### config.mk
export PLATFORM = sky130hd
export DESIGN_NAME = bcsv_sweep
export DESIGN_NICKNAME = d
export VERILOG_FILES = /design/src/bcsv_pkg.sv /design/src/bcsv_sweep.sv
export SDC_FILE = /design/constraint.sdc
export NUM_CORES = 1
export LEC_CHECK = 0
export BUFFER_PORTS_ARGS = -buffer_cell sky130_fd_sc_hd__buf_2
export CAP_MARGIN = 10
export CORE_AREA = 2 2 47 49
export DETAILED_ROUTE_END_ITERATION = 7
export DIE_AREA = 0 0 49 51
export PLACE_DENSITY = 0.74
export SLEW_MARGIN = 0
export SYNTH_ARGS = -nofsm -noshare
export SYNTH_HDL_FRONTEND = slang
export SYNTH_SLANG_ARGS = --single-unit
### constraint.sdc
create_clock -name clk_i -period 2.4 [get_ports clk_i]
set_input_delay 0.48 -clock clk_i [delete_from_list [all_inputs] [get_ports clk_i]]
set_output_delay 0.48 -clock clk_i [all_outputs]
set_load 0.05 [all_outputs]
### src/bcsv_pkg.sv
// ----------------------------------------------------------------------------
// bcsv_pkg: shared types and constants of the per-block crc32 store/verify unit
// Holds the operation and status codes, the field widths and the byte-wise
// reflected crc-32 update.
// ----------------------------------------------------------------------------
package bcsv_pkg;

  // field widths fixed by the stream format
  localparam int unsigned FUNC_W     = 2;
  localparam int unsigned BYTE_W     = 8;
  localparam int unsigned SLOT_W     = 3;
  localparam int unsigned BLOCK_W    = 10;
  localparam int unsigned CRC_W      = 32;
  localparam int unsigned STATUS_W   = 3;
  localparam int unsigned IN_TDATA_W  = 24;
  localparam int unsigned OUT_TDATA_W = 48;

  // reflected crc-32 polynomial and preset / final xor
  localparam logic [CRC_W-1:0] CRC_POLY     = 32'hEDB88320;
  localparam logic [CRC_W-1:0] CRC_ALL_ONES = 32'hFFFFFFFF;

  // operation carried in tuser
  typedef enum logic [FUNC_W-1:0] {
    FN_STORE  = 2'd0,
    FN_VERIFY = 2'd1,
    FN_CLEAR  = 2'd2,
    FN_NOP    = 2'd3
  } func_e;

  // result status
  typedef enum logic [STATUS_W-1:0] {
    ST_STORED   = 3'd0,
    ST_MATCH    = 3'd1,
    ST_MISMATCH = 3'd2,
    ST_NONE     = 3'd3,
    ST_CLEARED  = 3'd4
  } status_e;

  // request to the valid-mark clearing sequencer
  typedef struct packed {
    logic              start;
    logic [SLOT_W-1:0] slot;
  } sweep_req_t;

  // fold one byte into a reflected crc, eight shift steps unrolled
  function automatic logic [CRC_W-1:0] crc_fold(input logic [CRC_W-1:0] crc,
                                                input logic [BYTE_W-1:0] data);
    logic [CRC_W-1:0] c;
    c = crc ^ {{(CRC_W-BYTE_W){1'b0}}, data};
    for (int b = 0; b < BYTE_W; b++) begin
      if (c[0]) begin
        c = (c >> 1) ^ CRC_POLY;
      end else begin
        c = c >> 1;
      end
    end
    return c;
  endfunction

endpackage

### src/bcsv_sweep.sv
// ----------------------------------------------------------------------------
// bcsv_sweep: valid-mark clearing sequencer
// Walks the whole table once after reset, and the block range of one slot on
// a clear, giving one address per cycle to be written with a cleared mark.
// ----------------------------------------------------------------------------
module bcsv_sweep #(
  parameter int unsigned CHUNK_SLOTS      = 8,
  parameter int unsigned BLOCKS_PER_CHUNK = 1024,
  localparam int unsigned DEPTH  = CHUNK_SLOTS * BLOCKS_PER_CHUNK,
  localparam int unsigned ADDR_W = (DEPTH > 1) ? $clog2(DEPTH) : 1
) (
  input  logic                  clk_i,
  input  logic                  rst_ni,
  input  bcsv_pkg::sweep_req_t  req_i,
  output logic                  busy_o,
  output logic [ADDR_W-1:0]     addr_o
);

  import bcsv_pkg::*;

  logic              busy_q;
  logic [ADDR_W-1:0] addr_q;
  logic [ADDR_W-1:0] last_q;
  logic [ADDR_W-1:0] first_addr;
  logic [ADDR_W-1:0] last_addr;

  // address range of one slot
  assign first_addr = ADDR_W'(32'(req_i.slot) * BLOCKS_PER_CHUNK);
  assign last_addr  = ADDR_W'(32'(req_i.slot) * BLOCKS_PER_CHUNK + BLOCKS_PER_CHUNK - 1);

  // sweep counter, starts busy over the whole table out of reset
  always_ff @(posedge clk_i or negedge rst_ni) begin
    if (!rst_ni) begin
      busy_q <= 1'b1;
      addr_q <= '0;
      last_q <= ADDR_W'(DEPTH - 1);
    end else if (busy_q) begin
      if (addr_q == last_q) begin
        busy_q <= 1'b0;
      end else begin
        addr_q <= addr_q + ADDR_W'(1);
      end
    end else if (req_i.start) begin
      busy_q <= 1'b1;
      addr_q <= first_addr;
      last_q <= last_addr;
    end
  end

  assign busy_o = busy_q;
  assign addr_o = addr_q;

endmodule

# == Word-level counts from Yosys, hierarchy flattened ==
# Cells that the tools add are included.
# totals
register_bits,27
input_bits,6
output_inout_bits,14
elab_cells,18
# classes
n_addsub,3
n_eq_ne,2
mux,6
bitwise,1
reduce_logical,3
# ops
operator,n
two-way mux 13 bit,3
adder 13 x 1 -> 13 bit (second input constant),1
adder 13 x 11 -> 13 bit (second input constant),1
equality test 13 bit,1
subtractor 13 x 1 -> 13 bit (second input constant),1
AND reduction 2 bit,2
two-way mux 1 bit,3
inequality test 2 bit (second input constant),1
nonzero test 2 bit,1
inverter 1 bit,1

# == Logic depth before layout (Yosys ltp) ==
# depth
ltp_word,3
ltp_mapped,6

# == Worst setup path after synthesis ==
# No wires, ideal clock.
# synth_timing
path_type,register to register
startpoint,"register addr_q[0], in the netlist addr_o[0]"
endpoint,"register addr_q[5], in the netlist addr_o[5]"
arrival_time_ps,1930
required_time_ps,2314
setup_slack_ps,385
path_stages_with_launch,7
path_buffers,1
synth_period_minus_slack_ps,2015
cell_sequence,dfrtp_1 -> ha_1 -> and2_1 -> and3_1 -> buf_2 -> a2111oi_2 -> mux2i_1
# synth_via
elab_chain_len,3
word_cells_on_any_way,6
cone_classes,add/sub: 1; eq/ne: 2; mux: 2; reduce/logical: 1
# synth_rtl
element,line_no,rtl
start: declaration,bcsv_sweep.sv:22,logic [ADDR_W-1:0] addr_q;
start signal: assignment,bcsv_sweep.sv:41,addr_q <= addr_q + ADDR_W'(1);
start signal: assignment,bcsv_sweep.sv:45,addr_q <= first_addr;
adder 13 x 1 -> 13 bit / equality test 13 bit (equally long branches),"bcsv_sweep.sv:41, bcsv_sweep.sv:38",
two-way mux 13 bit / inequality test 2 bit (equally long branches),--,
two-way mux 13 bit / AND reduction 2 bit (equally long branches),--,
# Parallel ways exist; a longest one is shown, timed or not. The select of a mux whose other input is x is not followed.
# A chain may end at the register's enable or synchronous reset.

# == Worst setup path after layout ==
# Ends and elaborated chain as after synthesis.

==> out/qor.yml <==
critical_path:
  critPathCaptureType: "register"
  cp.arrival_ns: 2.10
  reg2reg_from: "addr_o[0]"
  crit_path_max_incr_delay_ns: 0.45
  required_ns: 2.64
  critPathLaunchType: "register"
  path_cells: "ha_1, and2_1, and3_1, a2111oi_2, mux2i_1"
  slowest_stage: "a2111oi_2"
  cp-startpoint: "addr_o[0]"
  worstSetupPathType: "reg -> reg"
  path_max_fanout: 10
global_routing:
  use_met3_pct: 4.39
  use_met2_pct: 34.2
  grt_pass1_wl_mm: 3.78
  antenna_found_initial: 0
  grt_busiest_layer: "met2"
  grt_remaining_overflow: 0
  use_met1_pct: 24.8
  grt_use_total_pct: 20.5
  grt_pass1_vias: 834
  grt_max_degree: 18
timing:
  slew_violations: 0
  hold_violations: 0
  fmax_mhz: 536
  relSlewSlack_pct: 61.2
  fin_setup_tns_ns: 0
  rsz0062_at_grt: "false"
  period_needed_ns: 1.87
  finalCritPeriodShare_pct: 77.8
  tightestPinTransition_ns: 0.579
  setup_viol: 0
  finClkSkew_ns: 0.00776
clock_tree:
  htree_levels: 1
  clock_tree.buffer_depth: 2
  cts_tree: "yes"
  cts_resized: 0
  cts_hold_buf: 0
  clk_latency_ns: 0.30
  clock-root-buffer: "clkbuf_4"
  clk_pin_slew_ns: 0.10
  cts_setup_buffers: 0
  cts_sinks: 17
  numCtsBuffers: 3
synthesis:
  synthAdderAreaFrac_pct: 1.26
  synth_top_family_by_area: "simple AND/OR/NAND/NOR gates"
  synthXorXnorAreaFrac_pct: 2.65
  synth_compound_gate_area_share_pct: 18.3
  netlist.area_leader.share_pct: 32.9
  ys_ff_latch: 17
  async_flop_share_pct: 100
  synth_fp_nets: 112
  synth_edf_count: 0
  synth_ff_type: "dfrtp_1"
  yosysMostFrequentCell: "nand2_1"
  synth_common_cells: "17 x nand2_1, 13 x dfrtp_1, 6 x mux2i_1, 6 x o21ai_0"
  synth.cell_area_um2: 990
  yosysSeqAreaShare_pct: 43.5
  synthMuxAreaShare_pct: 9.48
  yosys.area.top_type: "dfrtp_1"
  synth_area_leaders: "dfrtp_1 33%, dfstp_2 11%, nand2_1 6.4%"
  synth_cell_types: 35
  syn_inst: 105
  yosys.area_share.simple_pct: 20.9
  post_synth.cell_area_avg_um2: 9.43
  ys_warn_count: 0
run:
  drv_cap: 0
floorplan:
  die_h_um: 51
  num_rows: 17
  start_util_pct: 48.0
  die_x_um: 49
  dieArea_mm2: 0.00250
  ios: 20
  fp.coreArea_mm2: 0.00206
pwr:
  p_per_area_mw_per_mm2: 1010
  ir_drop_v: 0.000604
  p_leak_uw: 0.000492
worst_hold_path:
  hold_class: "in -> async"
placed_design:
  portBuffers: 19
  hpwl_mm: 1.62
  dp.cells: 147
  place.gp.congestion: 0.909
detailed_routing:
  via_count: 895
  first_iter_violations: 28
  vias_per_cell: 5.93
  ant_nets: 0
  drt_pre_antenna_iters: 4
  drcViolationCount: 0
  avgRoutedWirePerCell_um: 14.8
  finalWirelength_mm: 2.23
finish:
  drive_above_1_share_pct: 26.8
  fill_cells: 196
  multi_input_area_um2: 520
  seq_area_um2: 430
  antenna_cells: 0
  instances_no_fill: 151
  nets: 131
  syn_to_final_growth_pct: 13.0
outcome:
  status: "finished, final reports clean"
-- flip-flops by register name, summed over array words and instances (netlist names) --
register / cells
busy_o: 1
addr_o: 13
last_q: 3
-- worst paths after layout --
check / slack [ns] / cells after the start / endpoint
worst max-delay path: 0.53 / 5 / addr_o[5]
worst min-delay path: 0.07 / 1 / addr_o[3]
worst min register to register: 0.55 / 1 / addr_o[0]
min in group clk_i: 0.43 / 2 / last_q[11]
max in group asynchronous: 2.01 / 1 / last_q[10]
worst max register to register: 0.53 / 5 / addr_o[5]
-- layer usage --
layer	share of wire, %	vias to the layer above
met5	0	-
met2	50	26
li1	-	428
met1	44	436
met3	4.4	5
met4	2.0	0
-- worst max-delay path, delay by kind of cell, from the launching register on --
| family | cells | cell delay (ns) |
|---|---|---|
| muxes | 1 | 0.22 |
| and+or+nand+nor | 2 | 0.44 |
| adders and majority gates | 1 | 0.26 |
| AOI/OAI and AO/OA | 1 | 0.45 |
| DFF | 1 | 0.43 |
-- metrics by stage --
step                      utilization [%]  hold slack [ns]  setup WS (ns)  total power (uW)  area, um2
after global placement               52.9            0.413          0.628               964       1090
after floorplan                         -            0.184          0.385               844        990
final                                54.2           0.0727          0.533              1130       1120
after CTS                            54.2           0.0878          0.534              1140       1120
after detailed placement             52.9            0.426          0.540               975       1090
after global routing                 54.2            0.105          0.408              1200       1120
-- where the power goes --
part,internal (uW),switching [uW]
Sequential,360,102
Clock,64.9,93.7
Combinational,131,378
-- layout by cell type, fill, tap and decap left out, types with 4 or more instances in the layout --
master   count
buf_2       19
nand2_1     17
dfrtp_1     13
o21ai_0      6
mux2i_1      6
nand3_1      5
a21oi_1      5
nor2_1       4
a31oi_1      4
dfstp_2      4
-- cell type report --
type	instances	area share [%]
timing repair buffer	19	8.50
clock buffer	4	2.35
sequential	17	38.5
multi-input combinational	80	46.5
tap	28	3.13
inverter	3	1.01
-- kinds of logic (layout without fill, tap and decap cells) --
family | after synthesis | in the layout
DFF | 17 | 17
xor gates and xnor gates | 3 | 3
AOI/OAI and AO/OA | 26 | 26
muxes | 9 | 9
adders and majority gates | 1 | 1
buffers and inverters | 8 | 26
and+or+nand+nor | 41 | 41
No activity file was read; power rests on OpenSTA's default activity.
